## config.mk

```make
export PLATFORM = sky130hd
export DESIGN_NAME = hid_cfg
export DESIGN_NICKNAME = d
export VERILOG_FILES = /design/src/sv/hid_pkg.sv /design/src/sv/hid_cfg.sv
export SDC_FILE = /design/constraint.sdc
export NUM_CORES = 1
export LEC_CHECK = 0
export BUFFER_PORTS_ARGS = -buffer_cell sky130_fd_sc_hd__buf_4
export CAP_MARGIN = 5
export CELL_PAD_IN_SITES_DETAIL_PLACEMENT = 1
export CELL_PAD_IN_SITES_GLOBAL_PLACEMENT = 1
export CORE_MARGIN = 1.5
export CORE_UTILIZATION = 37
export CTS_BUF_LIST = sky130_fd_sc_hd__clkbuf_8 sky130_fd_sc_hd__clkbuf_16
export DETAILED_ROUTE_END_ITERATION = 10
export HOLD_SLACK_MARGIN = 0.1
export PLACE_DENSITY = 0.86
export SYNTH_ARGS = -nofsm -noshare
export SYNTH_HDL_FRONTEND = slang
export SYNTH_SLANG_ARGS = --single-unit
```

## constraint.sdc

```tcl
create_clock -name i_clk -period 1.07 [get_ports i_clk]
set_input_delay 0.0535 -clock i_clk [delete_from_list [all_inputs] [get_ports i_clk]]
set_output_delay 0.0535 -clock i_clk [all_outputs]
set_load 0.01 [all_outputs]
```

## src/sv/hid_pkg.sv

```systemverilog
// ----------------------------------------------------------------------------
// hid_pkg
// Shared constants, types and Hilbert tables for the 2-D curve key block.
// ----------------------------------------------------------------------------
package hid_pkg;

    localparam int LEVELS      = 14;
    localparam int CELL_W      = LEVELS;
    localparam int CELL_MAX    = (1 << LEVELS) - 1;
    localparam int COORD_W     = 32;
    localparam int GAIN_W      = 32;
    localparam int PROD_W      = 2 * GAIN_W;
    localparam int TAG_W       = 24;
    localparam int CURVE_KEY_W = 28;
    localparam int KEY_EXT_W   = (2 * LEVELS > CURVE_KEY_W) ? 2 * LEVELS : CURVE_KEY_W;
    localparam int WALK_STEP   = 7;
    localparam int WALK_STAGES = (LEVELS + WALK_STEP - 1) / WALK_STEP;
    localparam int CFG_IDX_W   = 3;
    localparam int CFG_DATA_W  = 32;

    localparam logic [CFG_IDX_W-1:0] CFG_X_ORIGIN = CFG_IDX_W'(0);
    localparam logic [CFG_IDX_W-1:0] CFG_Y_ORIGIN = CFG_IDX_W'(1);
    localparam logic [CFG_IDX_W-1:0] CFG_X_GAIN   = CFG_IDX_W'(2);
    localparam logic [CFG_IDX_W-1:0] CFG_Y_GAIN   = CFG_IDX_W'(3);

    typedef enum logic [1:0] {
        ST_A = 2'd0,
        ST_D = 2'd1,
        ST_C = 2'd2,
        ST_U = 2'd3
    } t_hstate;

    // indexed by {state, quadrant}, quadrant = {xbit, ybit}
    localparam logic [1:0] DIGIT_TAB [16] = '{
        2'd0, 2'd1, 2'd3, 2'd2,
        2'd0, 2'd3, 2'd1, 2'd2,
        2'd2, 2'd1, 2'd3, 2'd0,
        2'd2, 2'd3, 2'd1, 2'd0
    };

    localparam t_hstate NEXT_TAB [16] = '{
        ST_D, ST_A, ST_C, ST_A,
        ST_A, ST_U, ST_D, ST_D,
        ST_C, ST_C, ST_A, ST_U,
        ST_U, ST_D, ST_U, ST_C
    };

    typedef struct packed {
        logic [COORD_W-1:0] x_origin;
        logic [COORD_W-1:0] y_origin;
        logic [GAIN_W-1:0]  x_gain;
        logic [GAIN_W-1:0]  y_gain;
    } t_cfg;

    typedef struct packed {
        logic [CELL_W-1:0] x_cell;
        logic [CELL_W-1:0] y_cell;
        logic [TAG_W-1:0]  tag;
    } t_cell_item;

endpackage

```

## src/sv/hid_cfg.sv

```systemverilog
// ----------------------------------------------------------------------------
// hid_cfg
// Configuration register file: bounding box origin and gain per axis.
// ----------------------------------------------------------------------------
module hid_cfg
    import hid_pkg::*;
(
    input  logic                  i_clk,
    input  logic                  i_rst_n,
    input  logic                  i_cfg_valid,
    output logic                  o_cfg_ready,
    input  logic [CFG_IDX_W-1:0]  i_cfg_index,
    input  logic [CFG_DATA_W-1:0] i_cfg_data,
    output t_cfg                  o_cfg
);

    t_cfg r_cfg;

    assign o_cfg_ready = 1'b1;
    assign o_cfg       = r_cfg;

    always_ff @(posedge i_clk) begin
        if (!i_rst_n) begin
            r_cfg <= '0;
        end else if (i_cfg_valid) begin
            unique case (i_cfg_index)
                CFG_X_ORIGIN: r_cfg.x_origin <= i_cfg_data;
                CFG_Y_ORIGIN: r_cfg.y_origin <= i_cfg_data;
                CFG_X_GAIN:   r_cfg.x_gain   <= i_cfg_data;
                CFG_Y_GAIN:   r_cfg.y_gain   <= i_cfg_data;
                default:      r_cfg          <= r_cfg;
            endcase
        end
    end

endmodule

```

# After elaboration in Yosys (flattened, before gate mapping)
# Index checks and enable logic that the tools add are counted.
# op_classes
eq_ne	3
n_reduce_logical	5
# op_table
op	n
AND reduction 2 bit	4
equality test 3 x 2 -> 1 bit (second input constant)	2
equality test 3 x 1 -> 1 bit (second input constant)	1
logical NOT 3 bit	1
# word_totals
ff_bits	128
in_bits	38
output_inout_bits	129
wordCells	12

# Depth between registers and ports, before layout
# depth
word_depth	2
mapped_depth	5
depth_no_buf	2

# Least setup slack after synthesis
# No wires, ideal clock.
# synth_timing
kind	in2reg
startpoint	input port i_cfg_index[0]
endpoint	register r_cfg (netlist bit o_cfg[100])
setup_ps	72
t_arrival_ps	870
required_time_ps	998
path_slack_ps	128
path_stages	3
path_buffers	1
path_cell_list	nor4b_4 > buf_6 > mux2i_1
# synth_via
elab_chain_len	2
# synth_lines
element	line	text
start, declared	hid_cfg.sv:12	input logic [CFG_IDX_W-1:0] i_cfg_index,
logical NOT 3 bit	hid_cfg.sv:26	unique case (i_cfg_index)
AND reduction 2 bit (no line)	--	
end signal, assigned	hid_cfg.sv:31	default: r_cfg <= r_cfg;
end, declared	hid_cfg.sv:17	t_cfg r_cfg;
# No other way between the ends.
# A chain may end at the register's enable or synchronous reset.

# Worst setup path after layout
# layout_timing
startpoint	register r_cfg (netlist bit o_cfg[109])
endpoint	output port o_cfg[109] (netlist bit)
# layout_lines
element	line	text
end, declared	hid_cfg.sv:14	output t_cfg o_cfg
# No word-level cell between the ends.

==> impl_metrics.py <==
metrics = {
    "outcome": {
        "status": "finished, final reports clean",
    },
    "logic_synthesis": {
        "synth_area_um2": 4700,
        "yosysUniqueCellTypes": 12,
        "syn-num-nets": 492,
        "ys_ff_latch": 128,
        "avgSynthCellArea_um2": 10.4,
        "yosysSeqAreaShare": 0.545,
        "ys.warnings.count": 0,
        "synthCells": 454,
    },
    "worst_setup_path": {
        "startpoint": "o_cfg[109]$_SDFFE_PN0P_",
        "end_kind": "output port",
        "path_buf_inv": 1,
        "worstPathRequired_ns": 1.02,
        "arrival_ns": 0.93,
        "r2r_start": "o_cfg[124]$_SDFFE_PN0P_",
        "critPathSlowestCell": "dfxtp_1",
        "crit_type": "reg -> out",
        "cp_cell_sequence": "buf_4",
        "startpoint_type": "register",
        "crit_path_max_fanout": 2,
        "cpPeakStageDelay_ns": 0.37,
        "crit_family": "flip-flops",
    },
    "sta": {
        "final.setup.tns_ns": 0,
        "rsz0062_at_grt": "no",
        "fin_worst_skew_ns": 0,
        "finalWorstSetupSlack_ns": 0.0853,
        "finalCritPeriodShare": 0.920,
        "layout_min_cycle_time_ns": 0.985,
        "finalHoldViolations": 0,
        "max_freq_mhz": 1020,
        "final_max_slew_viol_count": 0,
        "setup_violations": 0,
    },
    "drt": {
        "num_vias": 4029,
        "ant_nets": 0,
        "wl_per_cell_um": 17.9,
        "wirelength_um": 15000,
        "initialDrtViolationCount": 146,
        "via_per_inst": 4.80,
        "drc": 0,
        "first_pass_iters": 4,
    },
    "clock_tree": {
        "cts_tree": "done",
        "clk_latency_ns": 0.41,
        "cts-hold-fix-buffers": 33,
        "clk_path_buf_depth": 2,
        "cts_buffers": 17,
        "cts_setup_buffers": 0,
        "path_clk_slew_ns": 0.05,
        "cts_root_buffer": "clkbuf_16",
        "cts_resized": 0,
        "htree_levels": 4,
        "clkSinkCount": 128,
    },
    "final_layout": {
        "layout_commonest_cell": "buf_4",
        "largest_register_ffs": 128,
        "fillers": 1357,
        "most-common-layout-cells": "buf_4, nand2_1, mux2i_1, dfxtp_1, dlygate4sd3_1",
        "fin_nets": 696,
        "area_delta_synth_final_pct": 51.2,
        "drive_above_1_share": 0.320,
        "diodes": 0,
    },
    "global_route": {
        "met1_usage": 0.230,
        "met2_usage": 0.442,
        "overflow": 0,
        "antenna_found_initial": 0,
        "grt_use_met3": 0.0842,
        "grt_pass1_wl_um": 23300,
        "grt_max_degree": 53,
        "grt_usage": 0.234,
        "busiest_layer": "met2",
        "grt_pass1_vias": 4457,
    },
    "floorplanning": {
        "io_pins": 167,
        "num_rows": 40,
        "die_x_um": 116,
        "fp.dieH_um": 116,
        "core_area_um2": 12200,
        "die_area_um2": 13400,
        "initial_core_util": 0.385,
    },
    "pwr": {
        "clockPowerShare": 0.477,
        "p_per_area_nw_per_um2": 1580,
        "internal-power_w": 0.00872,
        "seqPwrFrac": 0.439,
        "swShare": 0.224,
        "p_comb_frac": 0.083,
        "ir_drop_uv": 882,
        "p_sw_w": 0.00252,
        "p_leak_nw": 3.65,
    },
    "job": {
        "cap_violations": 0,
    },
    "placed_design": {
        "pre_cts_ws_ns": -0.0790,
        "gp_congestion": 0.758,
        "hpwl_um": 9760,
        "port_buffers": 165,
    },
    "min_path": {
        "hp-class": "in -> reg",
        "hp-start": "i_rst_n",
    },
}
-- synthesized netlist by cell type, drive strengths merged --
library cell / count / share of area
buf: 27 / 0.037
clkbuf: 6 / 0.0048
conb: 1 / 0.00080
dfxtp: 128 / 0.55
mux2i: 128 / 0.27
nand2: 160 / 0.13
nand4b: 1 / 0.0019
nand4bb: 2 / 0.0048
nor4b: 1 / 0.0051
-- routing by layer --
layer / vias to the layer above / wire, µm
li1: 1902 / -
met1: 1970 / 5590
met2: 129 / 8140
met3: 28 / 1010
met4: 0 / 306
met5: - / 0
-- cell families (layout without fill, tap and decap cells) --
logic type | Yosys count | count (layout) | synth area share
DFF | 128 | 128 | 0.545
muxes | 128 | 128 | 0.273
other | 1 | 1 | 0.000798
and+or+nand+nor | 164 | 164 | 0.140
buffers and inverters | 33 | 250 | 0.0418
-- cell type report --
type	instances	area (µm²)	share of cell area
clock buffer	21	480	0.0676
clock inverter	11	73.8	0.0104
multi-input combinational	293	1970	0.278
sequential	128	2560	0.361
tap	168	210	0.0296
timing repair buffer	218	1810	0.254
-- power by group through the flow --
stage	Sequential (W)	Combinational (W)	Clock, W
6_report	0.00494	0.000936	0.00537
3_3_place_gp	0.00503	0.000794	0
3_5_place_dp	0.00504	0.000827	0
5_1_grt	0.00495	0.00100	0.00570
2_1_floorplan	0.00508	0.000340	0
4_1_cts	0.00494	0.000933	0.00546
-- per-stage QoR --
stage	instances	cell area, µm²	power, W	utilization	hold WS (ns)
after detailed placement	774	6220	0.00587	0.510	0.397
after CTS	839	7110	0.0113	0.582	0.152
final	839	7110	0.0112	0.582	0.175
after floorplan	454	4700	0.00542	-	0.257
after global routing	839	7110	0.0116	0.582	0.176
after global placement	774	6220	0.00583	0.510	0.380
-- final timing paths --
check | cells after the start | end | slack, ns
worst min register to register | 2 | o_cfg[47]$_SDFFE_PN0P_ | 0.46
worst max-delay path | 1 | o_cfg[109] | 0.09
worst max register to register | 2 | o_cfg[124]$_SDFFE_PN0P_ | 0.40
worst min-delay path | 4 | o_cfg[16]$_SDFFE_PN0P_ | 0.18
Power figures use the tool's default switching activity.
