==> src/sv/hid_pkg.sv <==
// ----------------------------------------------------------------------------
// hid_pkg
// Shared constants, types and Hilbert tables for the 2-D curve key block.
// ----------------------------------------------------------------------------
package hid_pkg;

    localparam int LEVELS      = 14;
    localparam int CELL_W      = LEVELS;
    localparam int CELL_MAX    = (1 << LEVELS) - 1;
    localparam int COORD_W     = 32;
    localparam int GAIN_W      = 32;
    localparam int PROD_W      = 2 * GAIN_W;
    localparam int TAG_W       = 24;
    localparam int CURVE_KEY_W = 28;
    localparam int KEY_EXT_W   = (2 * LEVELS > CURVE_KEY_W) ? 2 * LEVELS : CURVE_KEY_W;
    localparam int WALK_STEP   = 7;
    localparam int WALK_STAGES = (LEVELS + WALK_STEP - 1) / WALK_STEP;
    localparam int CFG_IDX_W   = 3;
    localparam int CFG_DATA_W  = 32;

    localparam logic [CFG_IDX_W-1:0] CFG_X_ORIGIN = CFG_IDX_W'(0);
    localparam logic [CFG_IDX_W-1:0] CFG_Y_ORIGIN = CFG_IDX_W'(1);
    localparam logic [CFG_IDX_W-1:0] CFG_X_GAIN   = CFG_IDX_W'(2);
    localparam logic [CFG_IDX_W-1:0] CFG_Y_GAIN   = CFG_IDX_W'(3);

    typedef enum logic [1:0] {
        ST_A = 2'd0,
        ST_D = 2'd1,
        ST_C = 2'd2,
        ST_U = 2'd3
    } t_hstate;

    // indexed by {state, quadrant}, quadrant = {xbit, ybit}
    localparam logic [1:0] DIGIT_TAB [16] = '{
        2'd0, 2'd1, 2'd3, 2'd2,
        2'd0, 2'd3, 2'd1, 2'd2,
        2'd2, 2'd1, 2'd3, 2'd0,
        2'd2, 2'd3, 2'd1, 2'd0
    };

    localparam t_hstate NEXT_TAB [16] = '{
        ST_D, ST_A, ST_C, ST_A,
        ST_A, ST_U, ST_D, ST_D,
        ST_C, ST_C, ST_A, ST_U,
        ST_U, ST_D, ST_U, ST_C
    };

    typedef struct packed {
        logic [COORD_W-1:0] x_origin;
        logic [COORD_W-1:0] y_origin;
        logic [GAIN_W-1:0]  x_gain;
        logic [GAIN_W-1:0]  y_gain;
    } t_cfg;

    typedef struct packed {
        logic [CELL_W-1:0] x_cell;
        logic [CELL_W-1:0] y_cell;
        logic [TAG_W-1:0]  tag;
    } t_cell_item;

endpackage

==> src/sv/hid_walk.sv <==
// ----------------------------------------------------------------------------
// hid_walk
// Pipelined Hilbert automaton walk, WALK_STEP levels per register stage.
// ----------------------------------------------------------------------------
module hid_walk
    import hid_pkg::*;
(
    input  logic                   i_clk,
    input  logic                   i_rst_n,
    input  logic                   i_valid,
    output logic                   o_stall,
    input  t_cell_item             i_item,
    output logic                   o_valid,
    input  logic                   i_stall,
    output logic [CURVE_KEY_W-1:0] o_curve_key,
    output logic [TAG_W-1:0]       o_tag_out
);

    logic [WALK_STAGES:0]   w_en;
    logic [WALK_STAGES-1:0] r_v;
    logic [WALK_STAGES-1:0] w_src_v;

    t_hstate              w_src_st [WALK_STAGES];
    logic [KEY_EXT_W-1:0] w_src_key [WALK_STAGES];
    logic [CELL_W-1:0]    w_src_cx [WALK_STAGES];
    logic [CELL_W-1:0]    w_src_cy [WALK_STAGES];
    logic [TAG_W-1:0]     w_src_tag [WALK_STAGES];

    t_hstate              n_st [WALK_STAGES];
    logic [KEY_EXT_W-1:0] n_key [WALK_STAGES];
    logic [CELL_W-1:0]    n_cx [WALK_STAGES];
    logic [CELL_W-1:0]    n_cy [WALK_STAGES];

    t_hstate              r_st [WALK_STAGES];
    logic [KEY_EXT_W-1:0] r_key [WALK_STAGES];
    logic [CELL_W-1:0]    r_cx [WALK_STAGES];
    logic [CELL_W-1:0]    r_cy [WALK_STAGES];
    logic [TAG_W-1:0]     r_tag [WALK_STAGES];

    assign w_en[WALK_STAGES] = !i_stall;
    assign o_stall           = !w_en[0];
    assign o_valid           = r_v[WALK_STAGES-1];
    assign o_curve_key       = r_key[WALK_STAGES-1][CURVE_KEY_W-1:0];
    assign o_tag_out         = r_tag[WALK_STAGES-1];

    for (genvar s = 0; s < WALK_STAGES; s++) begin : g_stage
        assign w_en[s] = !r_v[s] || w_en[s+1];

        if (s == 0) begin : g_head
            assign w_src_v[s]   = i_valid;
            assign w_src_st[s]  = ST_A;
            assign w_src_key[s] = '0;
            assign w_src_cx[s]  = i_item.x_cell;
            assign w_src_cy[s]  = i_item.y_cell;
            assign w_src_tag[s] = i_item.tag;
        end else begin : g_body
            assign w_src_v[s]   = r_v[s-1];
            assign w_src_st[s]  = r_st[s-1];
            assign w_src_key[s] = r_key[s-1];
            assign w_src_cx[s]  = r_cx[s-1];
            assign w_src_cy[s]  = r_cy[s-1];
            assign w_src_tag[s] = r_tag[s-1];
        end

        // cells shift left so the current level always sits in the top bit
        always_comb begin
            logic [3:0] ix;
            n_st[s]  = w_src_st[s];
            n_key[s] = w_src_key[s];
            n_cx[s]  = w_src_cx[s];
            n_cy[s]  = w_src_cy[s];
            for (int j = 0; j < WALK_STEP; j++) begin
                if (s * WALK_STEP + j < LEVELS) begin
                    ix       = {n_st[s], n_cx[s][CELL_W-1], n_cy[s][CELL_W-1]};
                    n_key[s] = {n_key[s][KEY_EXT_W-3:0], DIGIT_TAB[ix]};
                    n_st[s]  = NEXT_TAB[ix];
                    n_cx[s]  = n_cx[s] << 1;
                    n_cy[s]  = n_cy[s] << 1;
                end
            end
        end

        always_ff @(posedge i_clk) begin
            if (!i_rst_n) begin
                r_v[s] <= 1'b0;
            end else if (w_en[s]) begin
                r_v[s] <= w_src_v[s];
            end
        end

        always_ff @(posedge i_clk) begin
            if (w_en[s]) begin
                r_st[s]  <= n_st[s];
                r_key[s] <= n_key[s];
                r_cx[s]  <= n_cx[s];
                r_cy[s]  <= n_cy[s];
                r_tag[s] <= w_src_tag[s];
            end
        end
    end

    a_free_flow: assert property (@(posedge i_clk) disable iff (!i_rst_n)
        !i_stall |-> !o_stall)
        else $error("walk pipe stalls upstream while output is free");

    a_stall_cause: assert property (@(posedge i_clk) disable iff (!i_rst_n)
        o_stall |-> o_valid && i_stall && (&r_v))
        else $error("walk pipe stalls upstream with a free stage");

endmodule

==> config.mk <==
export PLATFORM = sky130hd
export DESIGN_NAME = hid_walk
export DESIGN_NICKNAME = d
export VERILOG_FILES = /design/src/sv/hid_pkg.sv /design/src/sv/hid_walk.sv
export SDC_FILE = /design/constraint.sdc
export NUM_CORES = 1
export LEC_CHECK = 0
export BUFFER_PORTS_ARGS = -buffer_cell sky130_fd_sc_hd__buf_2
export CORE_MARGIN = 8
export CORE_UTILIZATION = 40
export CTS_CLUSTER_DIAMETER = 150
export CTS_CLUSTER_SIZE = 40
export DETAILED_ROUTE_END_ITERATION = 12
export PLACE_DENSITY = 0.62
export SLEW_MARGIN = 20
export SYNTH_ARGS = -nofsm -noshare
export SYNTH_HDL_FRONTEND = slang
export SYNTH_SLANG_ARGS = --single-unit
==> constraint.sdc <==
create_clock -name i_clk -period 8.7 [get_ports i_clk]
set_clock_uncertainty 0.1 [all_clocks]
set_input_delay 1.74 -clock i_clk [delete_from_list [all_inputs] [get_ports i_clk]]
set_output_delay 1.74 -clock i_clk [all_outputs]
set_load 0.005 [all_outputs]
# After elaboration in Yosys (flattened, before gate mapping)
# Memory sizes are Yosys's and may differ from the RTL's.
# Cells that the tools add are included.
totals:
  out_inout_bits: 54
  wordCells: 129
  mem_count: 33
  ram_bits: 136
  register_bits: 2
  inputBits: 56
  mem_bits_ro: 896
op_classes:
  n_lt_le_gt_ge: 14
  muxes: 60
  reduce_logical: 6
  n_bitwise: 14
memory_table:
  columns: ["memory", "depth", "word_bits", "rd", "rd_clocked_by_memory_dff", "wr", "line", "source"]
  rows:
  - ["r_key", 2, 28, 2, 0, 2, "hid_walk.sv:35", "logic [KEY_EXT_W-1:0] r_key [WALK_STAGES];"]
  - ["r_tag", 2, 24, 2, 0, 2, "hid_walk.sv:38", "logic [TAG_W-1:0] r_tag [WALK_STAGES];"]
  - ["(no name shown)", 16, 2, 1, 0, 0, "hid_walk.sv:76", "n_st[s] = NEXT_TAB[ix];"]
  - ["(no name shown)", 16, 2, 1, 0, 0, "hid_walk.sv:75", "n_key[s] = {n_key[s][KEY_EXT_W-3:0], DIGIT_TAB[ix]};"]
  - ["(no name shown)", 16, 2, 1, 0, 0, "hid_walk.sv:76", null]
  - ["(no name shown)", 16, 2, 1, 0, 0, "hid_walk.sv:76", null]
  - ["+27 memories", null, null, null, null, null, null, null]
op_table:
  columns: ["operator", "count"]
  rows:
  - ["$mux 2", 56]
  - ["$ge 5x5->1 const B", 14]
  - ["$not 4->5", 13]
  - ["$not 2->5", 1]
  - ["$logic_not 1->1", 4]
  - ["$mux 1", 4]
  - ["$logic_or 1x1->1", 2]

# Longest topological paths before layout
# Gate-level depths: netlist of run 1.
# An unclocked memory read counts as a cell.
logic_depth:
  word_depth: 29
  mapped_depth: 17
  depth_no_buf: 15

# Worst setup path after synthesis of run 1
# OpenSTA, ideal clock, no wires.
synth_path:
  path_kind: "input port to flip-flop"
  start: "input port i_item[37] (netlist name)"
  end: "memory r_st[0][0] (netlist name), data pin"
  setup_slack_ns: 3.309
  setup_ns: 0.262
  t_arrival_ns: 5.029
  cell_stages: 10
  t_required_ns: 8.338
  cell_sequence: "inv_1 > ha_1 > mux4_2 > mux4_2 > mux4_2 > mux2i_1 > xnor2_1 > mux4_2 > a211oi_1 > a21oi_1"
synth_lines:
  columns: ["item", "line", "source"]
  rows:
  - ["start: declaration", "hid_walk.sv:12", "input t_cell_item i_item,"]
  - ["end: declaration", "hid_walk.sv:34", "t_hstate r_st [WALK_STAGES];"]

==> impl_results.md, run 1 <==
* Status: complete, no violations
* PortBufs at 109
* Via count at 3,404
* Max VDD drop at ~100 µV
* Post-layout util at 47.13%
* Flops & latches, synth at between 100 and 150
* HP Class: reg2reg
* Critical path class: in2reg
* Die height at around 140 µm
* Tightest slew margin relative to the limit at roughly two fifths
* Die W at 137.7 µm
* Register area at 3223 µm²
* Later-pin clock latency in the skew report at roughly 0.35 ns
* Largest family of logic cells by synthesized area: adder cells
* CTS tree: built
* Final period util at about three fifths
* Number of global-route vias before repair at roughly 3,500
* Setup TNS at 0 ns
* Multi-input gate area at ~2300 µm²
* Post-synth EDFFs at 106
* Slew Limit Fails at 0
* Synth cell types at 46
* Crit path largest cell delay at ~0.66 ns
* CP required at 8.69 ns
* Syn nets at around 570
* Gr ovfl total at 0
* Final Setup Violations at 0
* Startpoint types: input port
* Clk sink count at 108
* Crit. End Element: flip-flop
* Area of the die at 18,950 µm²
* Buf/Inv on CP at 2
* Post-synthesis xor/xnor area fraction at under 10%
* Number of core rows at 44
* RSZ-0062 raised after global routing: false
* CTS HTree Levels at 3
* Arrival @ worst endpoint at 5.37 ns
* Initial antenna violation count at 2
* Clock tree buffer depth at 2
* Largest net degree at the start of global routing at 56
* Netlist Area Pre-Place at 5919 µm²
* I/O pin count at between 100 and 150
* Final WL at around 11,000 µm
* Initial Utilization at between 40 and 50%
* Syn-to-layout area delta at 15.28%
* Ant diodes at 0
* DR pass1 iterations at 4
* Total number of yosys warnings at 0
* Residual DRC at 0
* Compound-gate portion of the synthesized area at 6.447%
* Most used cell, CP: mux4_2
* Fin nets at 668
* DR iter-0 viols at 155
* Mux cell area share after synthesis at between 8 and 9%
* Pwr/cell area at 237.6 nW/µm²
* DPL Wire Length at 8283 µm
* CTS Buf Count at 9
* Gr usage total at 12.24%
* Hold_buf cts at 0
* Quantity of gates resized following cts at 0
* Post-Synth Simple-Gate Area at under 10%
* First-pass GRT wire length at ~18,000 µm
* Number of vias per cell at 4.774
* Final hold violations at 0
* FMAX at 0.1859 GHz
* Period minus WS final at 5.378 ns
* Worst path slowest cell: mux4_2
* Crit path max-delay family: multiplexers
* CORE AREA at ~14,000 µm²
* Main flop type after synthesis: edfxtp_1
* Fillers at ~1,300
* Layout cells sized above 1 at 27.22%
* Async SR Flop Fraction at 0%
* Worst-path fanout max at 8
* Seq/Total Area, Yosys at 54.45%
* Max-Cap Viols at 0
* Post-CTS Repair Setup Buffers at 0
* Final ANT Viol Nets at 0
* Cell count after synthesis at 432
* Worst-path clk slew at 0.07 ns
* Crit-path cells: buf_2 -> inv_1 -> ha_1 -> mux4_2 -> mux4_2 -> mux4_2 -> mux2i_1 -> xnor2_1 -> mux4_2 -> a211oi_1 -> a21oi_1
* Avg Inst Size Synth at between 10 and 15 µm²
* Final Power at between 0.0015 and 0.002 W
* Root Buffer: clkbuf_16
* Synth Area in Adders at 18.18%
* Slew @ Worst Pin at 0.8709 ns
* Final Wtd Congestion at roughly 0.86
* Leakage at 3.042 nW
* DR WL/cell at about 16 µm
through the flow:
step | instance area, µm² | cells | setup WS [ns] | hold WS, ns
final | 6824 | 713 | 3.322 | 0.3153
after global routing | 6824 | 713 | 3.039 | 0.3201
after CTS | 6824 | 713 | 3.324 | 0.3178
after detailed placement | 6520 | 699 | 2.944 | 0.3045
after global placement | 6520 | 699 | 3.056 | 0.3002
after floorplan | 5919 | 432 | 3.309 | 0.3003
synth_stat cells (all sizes together) (5+ instances only):
cell type  count  area (µm²)
a211oi         9       90.08
mux2i         20       225.2
nor2b          5       31.28
xnor2          5       43.79
edfxtp       106        3183
mux4           8       187.7
ha            86        1076
nor2          18       67.56
nand2         22       82.58
o21ai         22       110.1
nor3           6       30.03
nand3          6       30.03
inv           45       168.9
buf           27       197.7
mux2           6       71.31
a21oi         12       60.06
kinds of logic (layout without fill, tap and decap cells):
logic type / Yosys count / count (layout)
AOI/OAI and AO/OA: 55 / 55
buffers and inverters: 72 / 169
and+or+nand+nor: 70 / 70
muxes: 34 / 34
DFF: 108 / 108
xor gates and xnor gates: 7 / 7
adders and majority gates: 86 / 86
path summary, 6_finish.rpt:
kind,start,to,slack [ns],cells after the start
setup / recovery,i_item[37],r_st[0][0]$_DFFE_PN_,3.32,11
hold / removal,r_tag[0][21]$_DFFE_PN_,r_tag[0][45]$_DFFE_PP_,0.32,0
hold reg to reg,r_tag[0][21]$_DFFE_PN_,r_tag[0][45]$_DFFE_PP_,0.32,0
setup reg to reg,r_cy[0][6]$_DFFE_PN_,r_key[0][29]$_DFFE_PP_,4.12,15
area by class of cell:
type	count	area share, %
timing repair buffer	110	8.104
multi-input combinational	252	34.36
clock inverter	5	1.155
sequential	108	47.23
tap	184	3.374
inverter	45	2.475
clock buffer	9	3.300
power breakdown:
group / total, W / switching (W) / internal, W / leakage (nW)
registers: 0.000690 / 0.0000360 / 0.000654 / 1.13
clock network: 0.000423 / 0.000175 / 0.000248 / 0.141
logic: 0.000509 / 0.000286 / 0.000223 / 1.77
total: 0.00162 / 0.000497 / 0.00112 / 3.04
registers in the layout (all words and copies together), names as in the netlist:
| name | count |
|---|---|
| r_tag | 48 |
| r_st | 2 |
| r_cx | 7 |
| o_valid | 1 |
| r_cy | 7 |
| r_v | 1 |
| r_key | 42 |
layout by cell type (no fill, tap or decap), types with 4 or more instances in the layout:
master,instances
nor3_1,6
clkbuf_16,9
mux2_2,4
mux2i_1,18
buf_2,109
nor2b_1,5
nor2_1,18
mux4_2,6
o21ai_0,21
a211oi_1,6
edfxtp_1,106
inv_1,45
nand2_1,21
a21oi_1,12
nand3_1,5
ha_1,86
xnor2_1,5
layer usage:
layer	share of wire, %	global-route usage (%)	wire length (µm)	vias up
met1	44	14.47	4922	1615
met5	0.20	0	23	-
met2	48	20.39	5390	77
met3	7.1	4.668	807	16
li1	-	-	-	1692
met4	1.3	3.259	146	4
(Power assumes the default switching activity.)
==> inputs of run 2 (changes only) <==
--- a/config.mk
+++ b/config.mk
@@ -5,13 +5,14 @@
 export SDC_FILE = /design/constraint.sdc
 export NUM_CORES = 1
 export LEC_CHECK = 0
+export ABC_AREA = 1
 export BUFFER_PORTS_ARGS = -buffer_cell sky130_fd_sc_hd__buf_2
 export CORE_MARGIN = 8
 export CORE_UTILIZATION = 40
 export CTS_CLUSTER_DIAMETER = 150
 export CTS_CLUSTER_SIZE = 40
 export DETAILED_ROUTE_END_ITERATION = 12
-export PLACE_DENSITY = 0.62
+export PLACE_DENSITY = 0.63
 export SLEW_MARGIN = 20
 export SYNTH_ARGS = -nofsm -noshare
 export SYNTH_HDL_FRONTEND = slang
==> constraint.sdc (replaced) <==
create_clock -name i_clk -period 4.4 [get_ports i_clk]
set_clock_uncertainty 0.1 [all_clocks]
set_input_delay 0.88 -clock i_clk [delete_from_list [all_inputs] [get_ports i_clk]]
set_output_delay 0.88 -clock i_clk [all_outputs]
set_load 0.005 [all_outputs]
==> impl_results.md, run 2 <==
* Final ANT Viol Nets at 0 (unchanged)
* CTS tree: built
* Max VDD drop at 286.3 µV (+180%)
* Main flop type after synthesis: edfxtp_1
* Critical path class: in2reg
* Area of the die at 20,380 µm² (+7.6%)
* HP Class: reg2reg
* Root Buffer: clkbuf_16
* GRT Max-Usage Layer: met2
* Largest net degree at the start of global routing at 54 (-3.6%)
* M1 GR Usage at 13.13% (-1.3 points)
* Top Registers: r_tag: 48 flops, r_key: 42 flops
* CORE AREA at 15,770 µm² (+8.9%)
* Via count at 4,183 (+23%)
* Number of vias per cell at 4.632 (-3.0%)
* Async SR Flop Fraction at 0% (unchanged)
* First-pass GRT wire length at 19,580 µm (+9.3%)
* Period minus WS final at 3.371 ns
* Largest register by flop count: r_tag
* Synth cell types at 31 (-33%)
* Clock tree buffer depth at 2 (unchanged)
* Crit. End Element: flip-flop
* Quantity of gates resized following cts at 0 (unchanged)
* Final Setup Violations at 0 (unchanged)
* Final period util at about three quarters
* Syn-to-layout area delta at 13.94%
* Leakage at 3.390 nW (+11%)
* Placed inst area at 7059 µm² (+8.3%)
* Post-CTS Repair Setup Buffers at 0 (unchanged)
* Netlist Area Pre-Place at 6429 µm² (+8.6%)
* Initial Utilization at 40.76% (-0.12 points)
* RSZ-0062 raised after global routing: false
* Synth top area cells: edfxtp_1 (50%), ha_1 (17%), nand2_1 (5.8%), inv_1 (4.1%), nand3_1 (2.8%)
* Post-synth top area share at 49.51% (-4.3 points)
* Max-Cap Viols at 0 (unchanged)
* Avg Inst Size Synth at 10.99 µm² (-20%)
* Fin nets at 823 (+23%)
* Slew Limit Fails at 0 (unchanged)
* Number of global-route vias before repair at 4,172 (+18%)
* Arrival @ worst endpoint at 3.37 ns (-2.00 ns)
* Multi-input gate area at 2696 µm² (+15%)
* Design Area, Final at 7325 µm² (+7.3%)
* Setup TNS at 0 ns (unchanged)
* CTS Buf Count at 9 (unchanged)
* Final WL at 12,290 µm (+8.9%)
* CTS HTree Levels at 3 (unchanged)
* Total number of yosys warnings at 0 (unchanged)
* Hold_buf cts at 0 (unchanged)
* Global-route met3 utilization at 3.907% (-0.76 points)
* Clk sink count at 108 (unchanged)
* Most numerous cell in the Yosys netlist: edfxtp_1
* Residual DRC at 0 (unchanged)
* DR iter-0 viols at 224 (+45%)
* I/O pin count at 110 (unchanged)
* Layout cells sized above 1 at 30.03% (+2.8 points)
* Met2 Usage GRT at 21.92% (+1.5 points)
* Die W at 142.8 µm (+3.7%)
* Later-pin clock latency in the skew report at 0.35 ns (about the same)
* Slew @ Worst Pin at 1.007 ns (+0.1364 ns)
* Final hold violations at 0 (unchanged)
* Gr ovfl total at 0 (unchanged)
* Post-synth top cells: edfxtp_1 (106), nand2_1 (99), ha_1 (86), inv_1 (70), nand3_1 (36)
* CP required at 4.40 ns (-4.29 ns)
* PortBufs at 109 (unchanged)
* Startpoint types: input port
* DR pass1 iterations at 4 (unchanged)
* Final Power at 0.004166 W (+160%)
* Seq/Total Area, Yosys at 50.14% (-4.3 points)
* FMAX at 0.2967 GHz
* Syn nets at 727 (+27%)
* Register area at 3223 µm² (unchanged)
* Commonest cells after routing, fill and taps aside: buf_2 (109), edfxtp_1 (106), nand2_1 (98)
* Flops & latches, synth at 108 (unchanged)
* Die height at 142.8 µm (+3.7%)
* DR WL/cell at 13.61 µm (-14%)
* Status: complete, no violations
* Area leader, netlist: edfxtp_1
* Initial antenna violation count at 3 (+1)
* Cell count after synthesis at 585 (+35%)
* Worst-path fanout max at 10 (+2)
* Max reg flops at 48 (unchanged)
* Gr usage total at 12.16% (-0.082 points)
* Commonest non-fill, non-tap cell in the layout: buf_2
* DPL Wire Length at 9191 µm (+11%)
* Pwr/cell area at 568.8 nW/µm² (+140%)
* Worst-path clk slew at 0.07 ns (about the same)
* Number of core rows at 46 (+4.5%)
* Tightest slew margin relative to the limit at 32.75% (-9.2 points)
* Post-synth EDFFs at 106 (unchanged)
* Final Wtd Congestion at 0.8253 (-3.7%)
* Fillers at 1,498 (+18%)
## run 2: cell count changes in the layout (fill, tap and decap cells not counted), sizes merged, moves of 5 or more
cell    previous run  this run
nand2             22       138
nand3              6        57
inv               45        82
mux2i             20         0
a21oi             12        21
mux4               8         0
o21ai             22        30
a211oi             9         2
mux2               6         0
nor3               6         0
nand3b             2         7
nor2b              5         0
xnor2              5         0
## run 2: layout make-up
cell class	instances	share of cell area, %
Timing Repair Buffer	111	7.653
Inverter	81	4.219
Sequential cell	108	44.00
Clock inverter	5	0.4100
Tap cell	216	3.690
Clock buffer	11	3.177
Multi-Input combinational cell	370	36.81
Antenna cell	1	0.03416
## run 2: power by group
group / total (W) / switching [W] / internal [W]
logic: 0.00204 / 0.00132 / 0.000719
registers: 0.00140 / 0.0000671 / 0.00133
clock network: 0.000729 / 0.000347 / 0.000382
## run 2: cell families (layout without fill, tap and decap cells)
kind of cell / count (synthesis) / after routing / synth area share (%)
and+or+nand+nor: 220 / 220 / 19.07
other: 0 / 1 / 0
buffers and inverters: 107 / 208 / 7.960
xor gates and xnor gates: 1 / 1 / 0.1363
adders and majority gates: 86 / 86 / 16.74
AOI/OAI and AO/OA: 63 / 63 / 5.956
DFF: 108 / 108 / 50.14
## run 2: path summary, 6_finish.rpt
check / end / depth (start not counted) / from / slack (ns)
setup / recovery: r_st[0][0]$_DFFE_PN_ / 24 / i_item[37] / 1.03
hold / removal: r_key[0][43]$_DFFE_PP_ / 0 / r_key[0][1]$_DFFE_PN_ / 0.32
setup reg to reg: r_key[0][29]$_DFFE_PP_ / 24 / r_cx[0][6]$_DFFE_PN_ / 1.25
hold reg to reg: r_key[0][43]$_DFFE_PP_ / 0 / r_key[0][1]$_DFFE_PN_ / 0.32
## run 2: layer usage
metal	share of wire [%]	vias to the layer above	wire length, µm
met5	0.18	-	22
met2	52	78	6338
li1	-	2117	-
met4	1.2	4	149
met3	5.4	14	664
met1	42	1970	5116
## run 2: critical path: stages
cell	delay [ns]
buf_2	0.10
inv_1	0.07
ha_1	0.35
inv_2	0.09
nand2_1	0.10
nand3_1	0.09
nand2_2	0.14
inv_2	0.05
nor2_1	0.10
o21ai_1	0.09
nand2_2	0.13
inv_2	0.07
nand2_1	0.07
nand3_2	0.08
nand2_4	0.13
nand2_2	0.08
o21ai_2	0.06
nand2_2	0.07
nand2_4	0.13
nand2_1	0.11
o211ai_1	0.11
nand2_1	0.11
nand3_1	0.10
nand2_1	0.06
## run 2: per-stage QoR
step                      util, %  instances  hold slack (ns)  setup WS (ns)
after floorplan                 -        585           0.3003         0.5066
after global placement      44.76        886           0.3006         0.8814
after detailed placement    44.76        886           0.3045         0.7121
after CTS                   46.43        902           0.3177          1.083
after global routing        46.45        903           0.3256         0.7330
final                       46.45        903           0.3161          1.029
